===== src/rtl/assert_macros.svh =====
// Assertion helpers shared by the RTL files.
// Each macro expands to one labeled concurrent assertion, clocked on clk
// and switched off while arst_n is low.
`ifndef ASSERT_MACROS_SVH
`define ASSERT_MACROS_SVH

// Property must hold at every clock edge outside reset.
`define ASSERT_CLK(label, prop, msg) \
	label: assert property (@(posedge clk) disable iff (!arst_n) (prop)) \
		else $error(msg);

// Expression must never be true at a clock edge outside reset.
`define ASSERT_NEVER(label, expr, msg) \
	label: assert property (@(posedge clk) disable iff (!arst_n) !(expr)) \
		else $error(msg);

`endif


===== src/rtl/ssmix_pkg.sv =====
// ---------------------------------------------------------------------------
// ssmix_pkg
// Shared types and constants of the saturating stereo sample mixer.
// ---------------------------------------------------------------------------
package ssmix_pkg;

	// Source format codes
	localparam logic [1:0] FMT_STEREO = 2'd0;
	localparam logic [1:0] FMT_MONO   = 2'd1;
	localparam logic [1:0] FMT_VOLUME = 2'd2;
	localparam logic [1:0] FMT_SPARE  = 2'd3;

	// Register indexes (byte address = 4 * index)
	localparam logic [1:0] REG_FORMAT = 2'd0;
	localparam logic [1:0] REG_ADD    = 2'd1;
	localparam logic [1:0] REG_VOL_L  = 2'd2;
	localparam logic [1:0] REG_VOL_R  = 2'd3;

	localparam int ADDR_W       = 4;
	localparam int DATA_W       = 32;
	localparam int SRC_W        = 32;
	localparam int OUT_W        = 16;
	localparam int VOL_W        = 24;
	localparam int SAMPLE_SHIFT = 8;
	localparam int VOLUME_SHIFT = 10;

	// Derived widths
	localparam int WIDE_W = SRC_W - SAMPLE_SHIFT;        // shifted wide sample
	localparam int VEFF_W = VOL_W - VOLUME_SHIFT;        // effective volume
	localparam int PROD_W = OUT_W + VEFF_W + 1;          // signed product
	localparam int SUM_W  = WIDE_W + 1;                  // scaled + prior

	localparam logic signed [OUT_W-1:0] SAT_MAX = 16'sh7fff;
	localparam logic signed [OUT_W-1:0] SAT_MIN = -16'sh8000;

	// Configuration register contents
	typedef struct packed {
		logic [1:0]       fmt;
		logic             add;
		logic [VOL_W-1:0] vol_l;
		logic [VOL_W-1:0] vol_r;
	} cfg_regs_t;

	// Per-channel datapath control
	typedef struct packed {
		logic vol_mode;
		logic add_mode;
	} chan_ctrl_t;

endpackage


===== src/rtl/ssmix_apb.sv =====
// ---------------------------------------------------------------------------
// ssmix_apb
// APB register file holding source format, add mode and channel volumes.
// ---------------------------------------------------------------------------
`include "assert_macros.svh"

module ssmix_apb (
	input  logic                        clk,
	input  logic                        arst_n,
	input  logic                        psel,
	input  logic                        penable,
	input  logic                        pwrite,
	input  logic [ssmix_pkg::ADDR_W-1:0] paddr,
	input  logic [ssmix_pkg::DATA_W-1:0] pwdata,
	output logic [ssmix_pkg::DATA_W-1:0] prdata,
	output logic                        pready,
	output ssmix_pkg::cfg_regs_t        cfg
);
	import ssmix_pkg::*;

	logic [1:0]       fmt_q;
	logic             add_q;
	logic [VOL_W-1:0] vol_l_q;
	logic [VOL_W-1:0] vol_r_q;
	logic             wr_en;
	logic [1:0]       reg_idx;

	assign pready  = 1'b1;
	assign wr_en   = psel & penable & pwrite & pready;
	assign reg_idx = paddr[3:2];

	// Write the addressed register on the access cycle
	always_ff @(posedge clk or negedge arst_n) begin
		if (!arst_n) begin
			fmt_q   <= FMT_STEREO;
			add_q   <= 1'b0;
			vol_l_q <= '0;
			vol_r_q <= '0;
		end else if (wr_en) begin
			unique case (reg_idx)
				REG_FORMAT: fmt_q   <= pwdata[1:0];
				REG_ADD:    add_q   <= pwdata[0];
				REG_VOL_L:  vol_l_q <= pwdata[VOL_W-1:0];
				REG_VOL_R:  vol_r_q <= pwdata[VOL_W-1:0];
				default:    fmt_q   <= fmt_q;
			endcase
		end
	end

	// Read back the addressed register
	always_comb begin
		unique case (reg_idx)
			REG_FORMAT: prdata = {{(DATA_W-2){1'b0}}, fmt_q};
			REG_ADD:    prdata = {{(DATA_W-1){1'b0}}, add_q};
			REG_VOL_L:  prdata = {{(DATA_W-VOL_W){1'b0}}, vol_l_q};
			REG_VOL_R:  prdata = {{(DATA_W-VOL_W){1'b0}}, vol_r_q};
			default:    prdata = '0;
		endcase
	end

	assign cfg.fmt   = fmt_q;
	assign cfg.add   = add_q;
	assign cfg.vol_l = vol_l_q;
	assign cfg.vol_r = vol_r_q;

	`ASSERT_CLK(a_fmt_write, wr_en && reg_idx == REG_FORMAT |=> fmt_q == $past(pwdata[1:0]), "format register write lost")
	`ASSERT_CLK(a_vol_hold, !wr_en |=> vol_l_q == $past(vol_l_q) && vol_r_q == $past(vol_r_q), "volume changed without a write")
	`ASSERT_CLK(a_rd_add, reg_idx == REG_ADD |-> prdata == DATA_W'(add_q), "add mode readback mismatch")

endmodule


===== src/rtl/ssmix_chan.sv =====
// ---------------------------------------------------------------------------
// ssmix_chan
// One channel: wide shift or volume scale, optional prior add, saturation.
// ---------------------------------------------------------------------------
module ssmix_chan (
	input  logic signed [ssmix_pkg::SRC_W-1:0] sample,
	input  logic signed [ssmix_pkg::OUT_W-1:0] prior,
	input  logic        [ssmix_pkg::VOL_W-1:0] volume,
	input  ssmix_pkg::chan_ctrl_t              ctrl,
	output logic signed [ssmix_pkg::OUT_W-1:0] result
);
	import ssmix_pkg::*;

	logic signed [OUT_W-1:0]  samp16;
	logic signed [VEFF_W:0]   vol_eff;
	logic signed [PROD_W-1:0] prod;
	logic signed [WIDE_W-1:0] scaled;
	logic signed [SUM_W-1:0]  prior_ext;
	logic signed [SUM_W-1:0]  sum;
	logic                     fits;

	// Volume path: low 16 bits times volume with its fraction dropped
	assign samp16  = sample[OUT_W-1:0];
	assign vol_eff = {1'b0, volume[VOL_W-1:VOLUME_SHIFT]};
	assign prod    = samp16 * vol_eff;

	// Pick the volume product or the wide sample, both shifted down
	always_comb begin
		if (ctrl.vol_mode) begin
			scaled = WIDE_W'(prod >>> SAMPLE_SHIFT);
		end else begin
			scaled = sample[SRC_W-1:SAMPLE_SHIFT];
		end
	end

	// Add the prior sample in add mode
	assign prior_ext = ctrl.add_mode ? SUM_W'(prior) : '0;
	assign sum       = SUM_W'(scaled) + prior_ext;

	// Saturate: in range when every bit above the output sign matches it
	assign fits = (sum[SUM_W-1:OUT_W-1] == '0) || (sum[SUM_W-1:OUT_W-1] == '1);

	always_comb begin
		if (fits) begin
			result = sum[OUT_W-1:0];
		end else if (sum[SUM_W-1]) begin
			result = SAT_MIN;
		end else begin
			result = SAT_MAX;
		end
	end

endmodule


===== src/rtl/saturating_stereo_sample_mixer.sv =====
// ---------------------------------------------------------------------------
// saturating_stereo_sample_mixer
// Stereo frame mixer: format conversion, volume, prior add, 16-bit saturation.
// ---------------------------------------------------------------------------
// Usage:
//   The source channel (src_valid / src_stall) takes one stereo frame per
//   item: src_left, src_right, prior_left, prior_right and end_of_block.
//   The result channel (out_valid / out_stall) gives one saturated 16-bit
//   frame per item, with block_last copied from end_of_block.
//   The APB port sets source format, add mode and the two volumes; write it
//   only while no item is in flight.
//   An accepted item moves through an input register, one pass through the
//   channel datapath (one 16x15 multiply, add, saturate) and the result
//   register, which drives out_valid. Throughput is one item per cycle while
//   out_stall is low, set by that single datapath pass.
//   While out_stall holds a result, the input register still takes one more
//   item; src_stall rises only when both registers are full and the output
//   is stalled.
//   Reset clears both valid flags and all configuration registers to zero
//   (stereo-wide format, replace mode, zero volume).
// ---------------------------------------------------------------------------
`include "assert_macros.svh"

module saturating_stereo_sample_mixer (
	input  logic                              clk,
	input  logic                              arst_n,
	// configuration
	input  logic                              psel,
	input  logic                              penable,
	input  logic                              pwrite,
	input  logic [ssmix_pkg::ADDR_W-1:0]      paddr,
	input  logic [ssmix_pkg::DATA_W-1:0]      pwdata,
	output logic [ssmix_pkg::DATA_W-1:0]      prdata,
	output logic                              pready,
	// source items
	input  logic                              src_valid,
	output logic                              src_stall,
	input  logic signed [ssmix_pkg::SRC_W-1:0] src_left,
	input  logic signed [ssmix_pkg::SRC_W-1:0] src_right,
	input  logic signed [ssmix_pkg::OUT_W-1:0] prior_left,
	input  logic signed [ssmix_pkg::OUT_W-1:0] prior_right,
	input  logic                              end_of_block,
	// result items
	output logic                              out_valid,
	input  logic                              out_stall,
	output logic signed [ssmix_pkg::OUT_W-1:0] out_left,
	output logic signed [ssmix_pkg::OUT_W-1:0] out_right,
	output logic                              block_last
);
	import ssmix_pkg::*;

	cfg_regs_t               cfg;
	chan_ctrl_t              ctrl;

	logic                    valid_s1;
	logic signed [SRC_W-1:0] left_s1;
	logic signed [SRC_W-1:0] right_s1;
	logic signed [OUT_W-1:0] prior_l_s1;
	logic signed [OUT_W-1:0] prior_r_s1;
	logic                    last_s1;

	logic                    valid_s2;
	logic signed [OUT_W-1:0] left_s2;
	logic signed [OUT_W-1:0] right_s2;
	logic                    last_s2;

	logic                    adv_s2;
	logic                    adv_s1;
	logic                    src_take;
	logic signed [SRC_W-1:0] right_src;
	logic signed [OUT_W-1:0] left_res;
	logic signed [OUT_W-1:0] right_res;

	ssmix_apb u_apb (
		.clk     (clk),
		.arst_n  (arst_n),
		.psel    (psel),
		.penable (penable),
		.pwrite  (pwrite),
		.paddr   (paddr),
		.pwdata  (pwdata),
		.prdata  (prdata),
		.pready  (pready),
		.cfg     (cfg)
	);

	// Flow control: result register frees when empty or taken
	assign adv_s2    = !valid_s2 || !out_stall;
	assign adv_s1    = !valid_s1 || adv_s2;
	assign src_stall = !adv_s1;
	assign src_take  = src_valid && !src_stall;

	// Input register
	always_ff @(posedge clk or negedge arst_n) begin
		if (!arst_n) begin
			valid_s1 <= 1'b0;
		end else if (adv_s1) begin
			valid_s1 <= src_valid;
		end
	end

	always_ff @(posedge clk) begin
		if (src_take) begin
			left_s1    <= src_left;
			right_s1   <= src_right;
			prior_l_s1 <= prior_left;
			prior_r_s1 <= prior_right;
			last_s1    <= end_of_block;
		end
	end

	// Decode format; the spare code behaves as stereo-wide
	always_comb begin
		ctrl.add_mode = cfg.add;
		unique case (cfg.fmt)
			FMT_STEREO: begin
				ctrl.vol_mode = 1'b0;
				right_src     = right_s1;
			end
			FMT_MONO: begin
				ctrl.vol_mode = 1'b0;
				right_src     = left_s1;
			end
			FMT_VOLUME: begin
				ctrl.vol_mode = 1'b1;
				right_src     = right_s1;
			end
			FMT_SPARE: begin
				ctrl.vol_mode = 1'b0;
				right_src     = right_s1;
			end
			default: begin
				ctrl.vol_mode = 1'b0;
				right_src     = right_s1;
			end
		endcase
	end

	ssmix_chan u_chan_l (
		.sample (left_s1),
		.prior  (prior_l_s1),
		.volume (cfg.vol_l),
		.ctrl   (ctrl),
		.result (left_res)
	);

	ssmix_chan u_chan_r (
		.sample (right_src),
		.prior  (prior_r_s1),
		.volume (cfg.vol_r),
		.ctrl   (ctrl),
		.result (right_res)
	);

	// Result register
	always_ff @(posedge clk or negedge arst_n) begin
		if (!arst_n) begin
			valid_s2 <= 1'b0;
		end else if (adv_s2) begin
			valid_s2 <= valid_s1;
		end
	end

	always_ff @(posedge clk) begin
		if (adv_s2 && valid_s1) begin
			left_s2  <= left_res;
			right_s2 <= right_res;
			last_s2  <= last_s1;
		end
	end

	assign out_valid  = valid_s2;
	assign out_left   = left_s2;
	assign out_right  = right_s2;
	assign block_last = last_s2;

	`ASSERT_CLK(a_stall_full, src_stall |-> valid_s1 && valid_s2 && out_stall, "source stalled with room in the pipeline")
	`ASSERT_CLK(a_take_s1, src_take |=> valid_s1, "accepted item not held in input register")
	`ASSERT_CLK(a_move_s2, valid_s1 && adv_s2 |=> valid_s2, "item lost between input and result register")
	`ASSERT_NEVER(a_s1_drop, valid_s1 && !adv_s1 && src_take, "input register overwritten while blocked")

endmodule

===== config.mk =====
export PLATFORM = sky130hd
export DESIGN_NAME = saturating_stereo_sample_mixer
export DESIGN_NICKNAME = d
export VERILOG_FILES = /design/src/rtl/ssmix_pkg.sv /design/src/rtl/ssmix_apb.sv /design/src/rtl/ssmix_chan.sv /design/src/rtl/saturating_stereo_sample_mixer.sv
export VERILOG_INCLUDE_DIRS = /design/src /design/src/rtl
export SDC_FILE = /design/constraint.sdc
export NUM_CORES = 2
export LEC_CHECK = 0
export ABC_AREA = 1
export BUFFER_PORTS_ARGS = -buffer_cell sky130_fd_sc_hd__buf_2
export CORE_MARGIN = 2
export CORE_UTILIZATION = 55
export CTS_CLUSTER_SIZE = 16
export DETAILED_ROUTE_END_ITERATION = 6
export PLACE_DENSITY = 0.77
export SLEW_MARGIN = 20
export SYNTH_ARGS = -nofsm -noshare
export SYNTH_HDL_FRONTEND = slang
export SYNTH_SLANG_ARGS = --single-unit

===== constraint.sdc =====
create_clock -name clk -period 7.9 [get_ports clk]
set_clock_uncertainty 0.15 [all_clocks]
set_input_delay 0.79 -clock clk [delete_from_list [all_inputs] [get_ports clk]]
set_output_delay 0.79 -clock clk [all_outputs]
set_load 0.01 [all_outputs]

==> results.cfg <==
[worst_setup_path]
arrival_ns = 8.56
critPathKind = reg2reg
path_max_fanout = 8
worstPathRequired_ns = 7.99
critPathMaxStageDelay_ns = 0.56
cp-start-kind = register
endpoint_kind = register
r2r_slack_ns = -0.57
critical_path.slowest_cell = fa_1

[grt]
grt_pass1_wl_um = 139900
first_global_vias = 27070
antenna_found_initial = 5
grt.overflow.total = 0
grt_max_degree = 76
grt.total_usage_pct = 33.33

[routing]
vias_per_cell = 5.279
first_iter_violations = 2180
ant_nets = 0
drc = 0
routed_wl_um = 89530
detail_route.wl_per_cell_um = 17.57
drt_pass1_iterations = 6
vias = 26910

[clocking]
clkSinkCount = 183
clkLatencyLatePin_ns = 0.49
cts_hold_buf = 0
cts_max_level = 4
clkTransAtPathRegs_ns = 0.08
cts_tree = yes
numCtsBuffers = 17
clockBufferDepth = 2
cts_root_buffer = clkbuf_16

[min_path]
hp-class = in2async

[final_layout]
final_nets = 5157
n_fill_cell = 3971
syn2layout_area_growth_pct = 28.00
drive_gt1_share_pct = 26.97

[timing]
period_needed_ns = 8.471
setup_viol = 31
final-max-slew-violation-count = 0
finalCritPeriodShare_pct = 107.2
rsz0062_at_grt = yes
tns_ns = -9.770
max_freq_mhz = 118.1
relSlewSlack_pct = 34.59
hold_violations = 0
worst_slack_ns = -0.5710
worst_slew_pin_slew_ns = 0.9811

[die]
die_x_um = 233.3
ios = 208
rows = 84
die_h_um = 233.3
die_area_mm2 = 0.05443
core_area_mm2 = 0.05224
initial_utilization_pct = 55.36

[place]
port_buffers = 188
dp_slack_ns = -0.7789
hpwl_um = 71330
gp_congestion = 1.029

[yosys]
synthesis.area_mm2 = 0.02892
async_flop_share_pct = 28.96
ys_warn_count = 0
synthCells = 3785
ys_ff_latch = 183
synth-edff-count = 130
ys_seq_area_share_pct = 18.09
synth_compound_area_share_pct = 6.309
synth_top_family_by_area = adder cells
synth_cell_types = 47
synth_fa_ha_area_share_pct = 38.49
synth-simple-area-share_pct = 21.07
synth_xor_area_share_pct = 1.757
ys.flop_type = edfxtp_1
yosys-mux-area-fraction_pct = 0
syn_area_per_cell_um2 = 7.640

[status]
status = finished with violations
violations = setup timing

[run]
drv_cap = 0
-- routing by layer --
layer  routed length (µm)  share of wire (%)  GRT usage, %
met5                   25              0.028             0
met4                 3389                3.8         11.70
met3                 8981                 10         6.543
met2                41070                 46         53.04
met1                36070                 40         45.56
-- cell families after synthesis --
family	count (synthesis)
flip-flops	183
AO/OA/AOI/OAI	322
XOR/XNOR	58
other	2
adder cells (fa/ha/maj)	628
buffers and inverters	1081
AND/OR/NAND/NOR	1511
-- area by class of cell --
cell class | instances | area (µm²) | share of cell area, %
multi-input combinational | 2532 | 21560 | 58.24
sequential | 183 | 5235 | 14.14
timing repair buffer | 692 | 5074 | 13.71
inverter | 963 | 3645 | 9.847
tap | 688 | 860.8 | 2.326
clock buffer | 17 | 425.4 | 1.149
clock inverter | 15 | 200.2 | 0.5409
antenna | 7 | 17.52 | 0.04733
-- synth_stat cells (6+ instances only) --
cell type / count / area (µm²)
a21o_1: 10 / 75.07
a21oi_1: 109 / 545.5
a31oi_1: 17 / 106.4
buf_1: 6 / 22.52
buf_4: 11 / 82.58
clkbuf_1: 96 / 360.4
clkinv_1: 6 / 22.52
dfrtp_1: 53 / 1326
edfxtp_1: 130 / 3904
fa_1: 436 / 8728
ha_1: 192 / 2402
inv_1: 955 / 3585
nand2_1: 1007 / 3780
nand3_1: 90 / 450.4
nand3b_1: 8 / 60.06
nand4_1: 42 / 262.8
nor2_1: 306 / 1149
nor2_2: 12 / 75.07
nor3_1: 7 / 35.03
o21ai_0: 107 / 535.5
o21ai_2: 14 / 122.6
o21bai_1: 10 / 75.07
o22ai_1: 32 / 200.2
or2_2: 19 / 118.9
xnor2_1: 29 / 254.0
xor2_1: 29 / 254.0
-- through the flow --
stage	cells	area (µm²)	hold WS [ns]	utilization, %
3_5_place_dp	4983	33750	0.2704	64.61
4_1_cts	5049	35380	0.2654	67.74
3_3_place_gp	4983	33750	0.2529	64.61
2_1_floorplan	3792	28980	0.2503	-
6_report	5097	37010	0.2641	70.86
5_1_grt	5092	37000	0.3026	70.83
-- cell usage in the layout, fill, tap and decap left out, types with 9 or more instances in the layout --
cell type / n
nand2_2: 115
clkbuf_16: 18
buf_6: 21
xor2_1: 29
or2_2: 13
nand2_4: 13
nor2_1: 224
buf_2: 188
inv_1: 910
inv_2: 39
xnor2_1: 27
o21ai_2: 13
ha_4: 40
nor2_4: 30
buf_4: 462
a21oi_1: 66
o21ai_4: 9
o22ai_1: 32
dfrtp_1: 49
fa_1: 429
ha_2: 9
ha_1: 143
a21o_1: 10
o21ai_0: 82
o21ai_1: 22
buf_12: 18
edfxtp_1: 130
nand3_1: 79
nand2_1: 883
nand3_2: 9
nor2_2: 65
a21oi_2: 39
conb_1: 9
nand4_1: 42
-- worst paths after layout --
check	startpoint	endpoint	cells after the start
setup / recovery	u_apb.fmt_q[1]	out_right[14]	46
hold / removal	arst_n	u_apb.vol_l_q[4]	2
setup reg to reg	u_apb.fmt_q[1]	out_right[14]	46
hold reg to reg	last_s1	block_last	0
max in group asynchronous	arst_n	u_apb.vol_l_q[11]	2
min in group clk	last_s1	block_last	0
-- worst max-delay path: cells and delay by family (launching register included) --
family | cells | cell delay, ns
adders and majority gates | 8 | 3.77
and+or+nand+nor | 24 | 2.15
buffers and inverters | 12 | 1.12
AOI/OAI and AO/OA | 2 | 0.59
DFF | 1 | 0.40
-- repair_timing --
item | CTS | global route
setup buffers | 32 | 41
gates resized for setup | 186 | 342
cloned | 3 | 3
pin swaps | 81 | 173
setup endpoints to repair | 31 | 31
-- state kept, by name, summed over array words and instances (netlist names) --
signal,count
u_apb.vol_l_q,24
prior_l_s1,16
right_s1,32
u_apb.add_q,1
prior_r_s1,16
out_right,16
u_apb.vol_r_q,24
valid_s1,1
block_last,1
out_valid,1
last_s1,1
u_apb.fmt_q,2
out_left,16
left_s1,32
Power is not shown: default switching activity piles up to over one toggle a cycle in this logic, so the estimate is an artifact.
